<file path="src/mcp_modred.sv">
// Pipelined reduction of an address modulo a fixed store depth.
`timescale 1ns / 1ps

module mcp_modred #(
  parameter int DEPTH  = 131072,
  parameter int IW     = 20,
  parameter int STAGES = 4
) (
  input  logic                     clk,
  input  logic [IW-1:0]            x_in,
  output logic [$clog2(DEPTH)-1:0] x_out
);

  localparam int AW = $clog2(DEPTH);

  logic [IW-1:0] stg [STAGES];

  // Restoring reduction: stage s subtracts DEPTH shifted by the remaining weight
  for (genvar s = 0; s < STAGES; s++) begin : g_stage
    localparam logic [63:0] SUB = 64'(DEPTH) << (STAGES - 1 - s);
    logic [IW-1:0] prev;

    if (s == 0) begin : g_first
      assign prev = x_in;
    end else begin : g_next
      assign prev = stg[s-1];
    end

    always_ff @(posedge clk) begin
      stg[s] <= (64'(prev) >= SUB) ? (prev - SUB[IW-1:0]) : prev;
    end
  end

  assign x_out = stg[STAGES-1][AW-1:0];

endmodule

</file>
<file path="config.mk">
export PLATFORM = sky130hd
export DESIGN_NAME = mcp_modred
export DESIGN_NICKNAME = d
export VERILOG_FILES = /design/src/mcp_modred.sv
export SDC_FILE = /design/constraint.sdc
export NUM_CORES = 1
export LEC_CHECK = 0
export BUFFER_PORTS_ARGS = -buffer_cell sky130_fd_sc_hd__buf_2
export CORE_MARGIN = 1
export CORE_UTILIZATION = 43
export DETAILED_ROUTE_END_ITERATION = 6
export PLACE_DENSITY = 0.7
export SYNTH_ARGS = -nofsm -noshare
export SYNTH_HDL_FRONTEND = slang
export SYNTH_SLANG_ARGS = --single-unit
</file>
<file path="constraint.sdc">
create_clock -name clk -period 0.8 [get_ports clk]
set_input_delay 0.2 -clock clk [delete_from_list [all_inputs] [get_ports clk]]
set_output_delay 0.2 -clock clk [all_outputs]
set_load 0.05 [all_outputs]
</file>
Word-level counts from Yosys, hierarchy flattened
Memories as Yosys holds them, arrays and structs flattened.
Cells that the tools add are included.
{"block": "totals", "regBits": 0, "ram_bits": 80, "input_bits": 21, "elab_cells": 10, "memories": 1}
{"name": "stg", "depth": 4, "width": 20, "read_ports": 4, "rd_ports_with_merged_regs": 0, "wr": 4, "line": "16", "text": "logic [IW-1:0] stg [STAGES];"}
{"block": "classes", "addsub": 3, "n_lt_le_gt_ge": 3, "n_mux": 3}
{"cell": "$mux 20", "count": 3}
{"cell": "$ge 20x18->1 const B", "count": 1}
{"cell": "$ge 20x19->1 const B", "count": 1}
{"cell": "$ge 20x20->1 const B", "count": 1}
{"cell": "$sub 20x18->20 const B", "count": 1}
{"cell": "$sub 20x19->20 const B", "count": 1}
{"cell": "$sub 20x20->20 const B", "count": 1}

Depth between registers and ports, before layout
{"block": "logic_depth", "word_depth": 2, "depth_mapped": 0}

Least setup slack after synthesis
Ideal clock, no wire load.
{"block": "synth_timing", "path_type": "reg2out", "startpoint": "memory stg[3][0]", "endpoint": "output port x_out[0]", "arrival_ps": 587, "slack_ps": 13, "path_stages_with_launch": 1, "cell_sequence": "dfxtp_1"}
{"item": "start, declared", "line": "16"}
{"item": "end, declared", "line": "11", "text": "output logic [$clog2(DEPTH)-1:0] x_out"}

==> impl_metrics.py <==
metrics = {
    "route": {
        "ant_nets": 0,
        "wl_per_cell_um": 9.23,
        "vias": 660,
        "routed_wl_mm": 1.65,
        "drt-pass1-iter-count": 2,
        "drcViolationCount": 0,
        "viasPerCell": 3.69,
        "drt-initial-drc-count": 5,
    },
    "die": {
        "core_sq_um": 3030,
        "fp.dieArea_sq_um": 3390,
        "floorplan.die.width_um": 58.3,
        "fp-row-count": 20,
        "pin_count": 38,
        "start_util_pct": 45.0,
        "die_h_um": 58.3,
    },
    "power": {
        "leakage_nw": 0.912,
        "p_per_area_nw_per_um2": 2920,
        "ir_worst_vdd_v": 0.00195,
        "switchingPower_w": 0.00123,
        "power_w": 0.00607,
        "sw_frac_of_total_pct": 20.3,
        "clock_power_share_pct": 33.9,
        "pwr-share-seq_pct": 59.7,
        "p_int_w": 0.00484,
        "power_frac_comb_pct": 6.4,
    },
    "clock_tree": {
        "clk_latency_ps": 370,
        "cts_tree": "yes",
        "clk_root_buffer_cell": "clkbuf_4",
        "clk_path_buf_depth": 2,
        "numCtsBuffers": 9,
        "post_cts_buffers": 0,
        "clkTransAtPathRegs_ps": 90,
        "cts_num_sinks": 68,
        "cts_max_level": 3,
    },
    "sta": {
        "setup_viol": 17,
        "fin_worst_skew_ps": 4.86,
        "grt_setup_unrepaired": "true",
        "worst_slew_margin_rel_pct": 92.4,
        "timing.final.crit_share_pct": 133,
        "setup_ws_ps": -265,
        "min_period_ps": 1070,
        "hold_viol_final": 0,
        "fmax_mhz": 939,
        "tns_ps": -4160,
        "tightest_slew_ps": 113,
        "maxSlewViolCount": 0,
    },
    "yosys": {
        "synth_nets": 89,
        "yosys.area.top_type_share_pct": 100,
        "synthTopCellsByArea": "dfxtp_1",
        "yosysTopAreaCell": "dfxtp_1",
        "syn-cell-area_sq_um": 1360,
        "synthXorXnorAreaFrac_pct": 0,
        "ys_ff_latch": 68,
        "seq_area_frac_synth_pct": 100,
        "yosysWarnings": 0,
        "yosysUniqueCellTypes": 1,
        "synth_compound_area_share_pct": 0,
        "synth_simple_gate_area_share_pct": 0,
        "synthMuxAreaShare_pct": 0,
        "netlist_instances": 68,
        "synth_fa_ha_area_share_pct": 0,
        "avgSynthCellArea_sq_um": 20.0,
    },
    "grt": {
        "track_usage_pct": 11.4,
        "grt_pass1_vias": 605,
        "grt.overflow.total": 0,
        "antenna_found_initial": 0,
        "grt_pass1_wl_mm": 2.39,
        "grt_max_degree": 11,
    },
    "worst_setup_path": {
        "criticalPathCategory": "reg2out",
        "cp_num_buf_inv": 1,
        "cpMaxStageDelayCell": "dfxtp_2",
        "end_kind": "output port",
        "crit_arrival_ps": 870,
        "worstPathMaxFanout": 1,
        "critPathMaxStageDelay_ps": 350,
        "critical_path.cell_chain": "buf_6",
        "critPathTopFamily": "flip-flops",
        "cp.required_ps": 600,
        "start_kind": "flip-flop",
    },
    "outcome": {
        "violations": "setup timing",
        "status": "finished, violations left",
    },
    "cells_and_area": {
        "largest_register_ffs": 68,
        "largest-register": "stg",
        "final_nets": 151,
        "nMultiInputCombCells": 0,
        "top_regs": "stg x68",
        "final_util_pct": 68.6,
        "areaGrowthSynthToFinish_pct": 52.6,
        "multi_input_area_sq_um": 0,
        "drive_gt1_share_pct": 48.1,
        "diodes": 0,
    },
    "flow_run": {
        "maxCapViolations": 0,
    },
    "placed_design": {
        "port_buffers": 34,
        "dpl_worst_slack_ps": 38.2,
        "place.gp.congestion": 0.651,
    },
    "min_path": {
        "hold_class": "reg2reg",
    },
}
-- metal layers --
| layer | wire, um | global-route usage (%) |
|---|---|---|
| met5 | 0 | 0 |
| met4 | 54 | 10.5 |
| met3 | 120 | 9.60 |
| met2 | 922 | 18.2 |
| met1 | 554 | 8.04 |
-- synth_stat cells, drive strengths merged --
cell	instances
dfxtp	68
-- logic make-up after synthesis --
group and count (synthesis):
flops 68
-- power by group through the flow --
stage	registers [W]	clock network, W	logic, W
5_1_grt	0.00364	0.00233	0.000403
3_5_place_dp	0.00368	0	0.000245
6_report	0.00363	0.00206	0.000389
2_1_floorplan	0.00383	0	0
3_3_place_gp	0.00367	0	0.000242
4_1_cts	0.00363	0.00215	0.000370
-- final cells by class --
type                    instances  area, sq um
well taps                      44         55.1
clock buffers                  16          144
flip-flops and latches         68         1380
fillers                       215          951
repair buffers                 51          495
-- cells in the final DEF (no fill, tap or decap) --
cell and n:
buf_2 17, buf_6 4, buf_8 13, clkbuf_1 2, clkbuf_4 9, clkbuf_8 5, dfxtp_1 51, dfxtp_2 17
dlygate4sd3_1 17
-- stage by stage --
stage | hold slack [ps] | cell area [sq um] | instances
6_report | 328 | 2080 | 179
5_1_grt | 333 | 2080 | 179
4_1_cts | 331 | 2040 | 179
3_5_place_dp | 304 | 1590 | 146
3_3_place_gp | 302 | 1590 | 146
2_1_floorplan | 228 | 1360 | 68
-- path summary, 6_finish.rpt --
path / cells after the start / slack (ps) / to / startpoint
worst max-delay path: 1 / -270 / x_out[3] / stg[3][3]$_DFF_P_
worst min-delay path: 0 / 330 / stg[3][14]$_DFF_P_ / stg[2][14]$_DFF_P_
worst max register to register: 0 / 380 / stg[2][15]$_DFF_P_ / stg[1][15]$_DFF_P_
worst min register to register: 0 / 330 / stg[3][14]$_DFF_P_ / stg[2][14]$_DFF_P_
-- timing repair --
item,4_1_cts,5_1_grt
gates resized for setup,55,9
hold endpoints to repair,17,0
endpoints found under the setup margin,17,17
cloned,0,0
hold buffers,17,0
Note: power is estimated with default switching activity, not from simulation.
