File: src/mcp_ram.sv
// Generic single-clock RAM with one write port and one registered read port.
`timescale 1ns / 1ps

module mcp_ram #(
  parameter int WIDTH = 32,
  parameter int DEPTH = 64
) (
  input  logic                     clk,
  input  logic                     we,
  input  logic [$clog2(DEPTH)-1:0] waddr,
  input  logic [WIDTH-1:0]         wdata,
  input  logic                     re,
  input  logic [$clog2(DEPTH)-1:0] raddr,
  output logic [WIDTH-1:0]         rdata
);

  logic [WIDTH-1:0] mem [DEPTH];

  always_ff @(posedge clk) begin
    if (we) begin
      mem[waddr] <= wdata;
    end
    if (re) begin
      rdata <= mem[raddr];
    end
  end

endmodule

File: config.mk
export PLATFORM = sky130hd
export DESIGN_NAME = mcp_ram
export DESIGN_NICKNAME = d
export VERILOG_FILES = /design/src/mcp_ram.sv
export SDC_FILE = /design/constraint.sdc
export NUM_CORES = 2
export LEC_CHECK = 0
export BUFFER_PORTS_ARGS = -buffer_cell sky130_fd_sc_hd__buf_2
export CELL_PAD_IN_SITES_DETAIL_PLACEMENT = 1
export CELL_PAD_IN_SITES_GLOBAL_PLACEMENT = 2
export CORE_ASPECT_RATIO = 0.8
export CORE_MARGIN = 5
export CORE_UTILIZATION = 46
export DETAILED_ROUTE_END_ITERATION = 10
export PLACE_DENSITY = 0.85
export SLEW_MARGIN = 25
export SYNTH_ARGS = -nofsm -noshare
export SYNTH_HDL_FRONTEND = slang
export SYNTH_SLANG_ARGS = --single-unit
File: constraint.sdc
create_clock -name clk -period 3.85 [get_ports clk]
set_input_delay 0.5775 -clock clk [delete_from_list [all_inputs] [get_ports clk]]
set_output_delay 0.5775 -clock clk [all_outputs]
set_load 0.02 [all_outputs]
# Yosys cells after proc, flatten, opt, wreduce, memory -nomap -nowiden
# Memories as Yosys holds them, arrays and structs flattened. A register that Yosys moved wholly into a read port is not among the register bits.
# Cells that the tools add are included.
# Widths: inputs -> output; s select.
classes:
  n_mux: 2
ops:
  columns: ["operator", "count"]
  rows:
  - ["$mux 1", 2]
word_totals:
  ramBits: 2048
  n_memories: 1
  in_bits: 47
  elab_cells: 3
  out_inout_bits: 32
  regBits: 0
mem_list:
  columns: ["memory", "words", "word_bits", "read_ports", "rd_ports_with_merged_regs", "write_ports", "line_no", "source"]
  rows:
  - ["mem", 64, 32, 1, 1, 1, "17", "logic [WIDTH-1:0] mem [DEPTH];"]

# Longest topological paths before layout
logic_depth:
  depth_word: 2
  mapped_depth: 10

# Worst setup path before layout
# Ideal clock, no wire load.
synth_path:
  path_type: "input port to flip-flop"
  startpoint: "in waddr[3]"
  endpoint: "mem mem[48][0], enable pin"
  required_ns: 3.389
  t_arrival_ns: 3.276
  path_slack_ns: 0.113
  n_path_buf: 1
  path_stages: 4
  cell_sequence: "clkbuf_1 > nor2b_1 > nand4b_1 > nor3_1"
synth_lines:
  columns: ["item", "line_no", "source"]
  rows:
  - ["from (decl)", "10", "input logic [$clog2(DEPTH)-1:0] waddr,"]
  - ["to (decl)", "17", null]
# No word-level cell before the write port.

==> run_results.csv <==
group,metric,value,unit
run_status,status,"complete, no violations",
synthesis,ys_ff_latch,2080,
critical_path,r2r-start,"mem[8][27]$_DFFE_PP_",
critical_path,start_kind,"input port",
global_routing,grt_max_degree,65,
placed_design,dp_slack,30.6,ps
synthesis,synth_top_area_share,79.2,%
critical_path,r2r_cells,4,
drt,drt_first_pass_iters,5,
drt,dr_total_vias,39000,
placed_design,dpl_cell_area,84100,um2
critical_path,crit_path_end_kind,"flop",
timing,hold-worst-slack,306,ps
timing,hold_viol,0,
timing,max_slew_margin,25.6,%
placed_design,routabilityCongestion,0.822,
synthesis,yosysWarnings,0,
timing,setup_viol,0,
synthesis,synth_cell_types,33,
synthesis,mappedNetlistArea,78800,um2
global_routing,track_usage,25.1,%
power_and_ir_drop,power_density,514,nW/um2
worst_hold_path,min_path_type,"input port to flop",
clock_tree,cts_made_buffers,187,
critical_path,cp_common_cell,"buf_12",
floorplanning,die_area,180000,um2
timing,tightest_slew,1120,ps
critical_path,slowest_stage,"o22ai_1",
clock_tree,cts_tree,"done",
clock_tree,worstSkewPairLatency,850,ps
floorplanning,coreArea,170000,um2
global_routing,first_global_vias,40800,
layout,fin_cells,6060,
clock_tree,cts_max_level,4,
clock_tree,cts.clk_slew.worst_paths,70,ps
drt,routed_wl,226000,um
worst_hold_path,hold_end,"mem[30][26]$_DFFE_PP_",
layout,drive_above_1_share,31.3,%
layout,final_cell_area,90100,um2
clock_tree,cts.path.max_buffers,3,
global_routing,grt_pass1_wl,318000,um
drt,drcViolationCount,0,
worst_hold_path,holdPathStages,1,
floorplanning,rows,135,
timing,rsz0062_at_grt,"false",
layout,syn_to_final_growth,14.3,%
synthesis,ys_top_cells_by_area,"edfxtp_1, mux4_2, mux2i_1",
synthesis,seq_area_frac_synth,79.2,%
floorplanning,initial_core_util,46.4,%
flow_run,cap_violations,0,
synthesis,yosys.area.top_type,"edfxtp_1",
timing,tns,0,ps
layout,fin_nets,3687,
floorplanning,die_width,473,um
layout,final_util,53.0,%
placed_design,hpwl,133000,um
timing,finalCriticalPeriod,3030,ps
clock_tree,postCtsSetupRepairBufs,0,
critical_path,r2r_setup_slack,1140,ps
clock_tree,cts.sinks,2080,
placed_design,port_buffers,78,
timing,finalCritPeriodShare,78.6,%
clock_tree,cts_root_buf,"clkbuf_16",
global_routing,grt-ovfl-total,0,
timing,skew,57.4,ps
power_and_ir_drop,peakVddDrop,0.482,mV
critical_path,crit_arrival,3560,ps
critical_path,crit_required,4380,ps
clock_tree,post_cts_resize_count,0,
drt,drt_iter0_markers,5819,
floorplanning,ios,79,
placed_design,dp.cells,5711,
layout,layout.cells.most_common,"edfxtp_1",
power_and_ir_drop,power.total,46.4,mW
critical_path,crit_fanout,29,
critical_path,r2r_end,"rdata[27]$_DFFE_PP_",
timing,fin_ws,824,ps
clock_tree,holdBufCountCts,0,
critical_path,slowest_delay,750,ps
synthesis,syn-num-nets,3371,
floorplanning,fp.dieH,380,um
layout,fillCellCount,14600,
critical_path,path_class,"input port to flop",
power_and_ir_drop,p_leak,28.0,nW
critical_path,crit_path_cell_trace,"buf_8, buf_12, buf_12, buf_12, mux4_2, mux4_2, o22ai_1, nor2_1",
layout,mostFrequentLayoutCells,"edfxtp_1, mux4_2, buf_4, clkbuf_16, mux2i_1",
synthesis,synthCells,3324,
global_routing,antenna_found_initial,12,
drt,ant_nets,0,
drt,routed_via_density,6.44,
worst_hold_path,hp-start,"wdata[26]",
timing,finalMaxSlewViolations,0,
synthesis,syn_avg_cell_area,23.7,um2
drt,post_drt_wl_per_cell,37.2,um
timing,fmax,330,MHz
-- report_power, final --
| group | switching (mW) | leakage (nW) | internal (mW) | total, mW |
|---|---|---|---|---|
| registers | 0.120 | 18.7 | 25.1 | 25.2 |
| logic | 1.60 | 6.36 | 0.918 | 2.52 |
| clock network | 8.28 | 2.94 | 10.3 | 18.6 |
| total | 10.0 | 28.0 | 36.4 | 46.4 |
-- how the worst max path moves through the flow --
stage                   from              endpoint  depth (start not counted)
floorplan           waddr[3]  mem[48][0]$_DFFE_PP_                          4
global placement    raddr[0]   rdata[21]$_DFFE_PP_                          8
detailed placement  raddr[0]   rdata[21]$_DFFE_PP_                          8
CTS                 raddr[0]   rdata[21]$_DFFE_PP_                          8
global route        raddr[0]   rdata[27]$_DFFE_PP_                          7
finish              raddr[0]   rdata[21]$_DFFE_PP_                          8
-- kinds of logic (layout without fill, tap and decap cells) --
logic type	count (synthesis)	after routing	share of synthesized area, %
other	0	6	0
flip-flops	2080	2080	79.2
AO/OA/AOI/OAI	202	202	1.67
AND/OR/NAND/NOR	223	223	1.26
buffers and inverters	182	652	1.12
multiplexers	637	637	16.7
-- registers in the layout, summed over array words and instances, names as in the netlist --
| signal | count |
|---|---|
| rdata | 32 |
| mem | 2048 |
-- routing by layer --
| layer | part of all wire, % | wire length [um] | track usage (%) | vias up |
|---|---|---|---|---|
| li1 | - | - | - | 14900 |
| met1 | 36 | 81600 | 34.0 | 20800 |
| met2 | 47 | 106000 | 38.5 | 2779 |
| met3 | 12 | 28200 | 7.66 | 450 |
| met4 | 4.4 | 9990 | 9.73 | 14 |
| met5 | 0.038 | 86 | 0 | - |
-- synthesized netlist by cell type --
master    number
a21oi_1       62
a22oi_1       12
a311oi_1       8
a31oi_1        1
a41o_1         4
and2_1         2
and3_1         4
buf_1         21
buf_2         57
buf_4         25
buf_6          5
clkbuf_1      74
edfxtp_1    2080
mux2i_1       93
mux4_2       544
nand2_1       26
nand2b_1       8
nand3_1        5
nand3b_1       5
nand4_1        2
nand4b_1       1
nor2_1       137
nor2b_1       15
nor3_1         7
o221ai_1      27
o22ai_1       84
o32ai_1        4
or2_0          1
or2_1          1
or2_2          1
or3_1          3
or3b_1         2
or3b_2         3
-- cell type report --
class / instances / area [um2] / area share (%)
clock buffers: 226 / 5020 / 5.57
flip-flops and latches: 2080 / 62500 / 69.3
repair buffers: 309 / 2850 / 3.16
multi-input cells: 1062 / 16000 / 17.7
well taps: 2260 / 2830 / 3.14
clock inverters: 117 / 986 / 1.09
diodes: 6 / 15.0 / 0.0167
-- critical path, delay by kind of cell --
family	cells	cell delay (ps)
multiplexers	2	1000
buffers and inverters	4	990
AO/OA/AOI/OAI	1	750
AND/OR/NAND/NOR	1	150
Note: power is estimated with default switching activity, not from simulation.
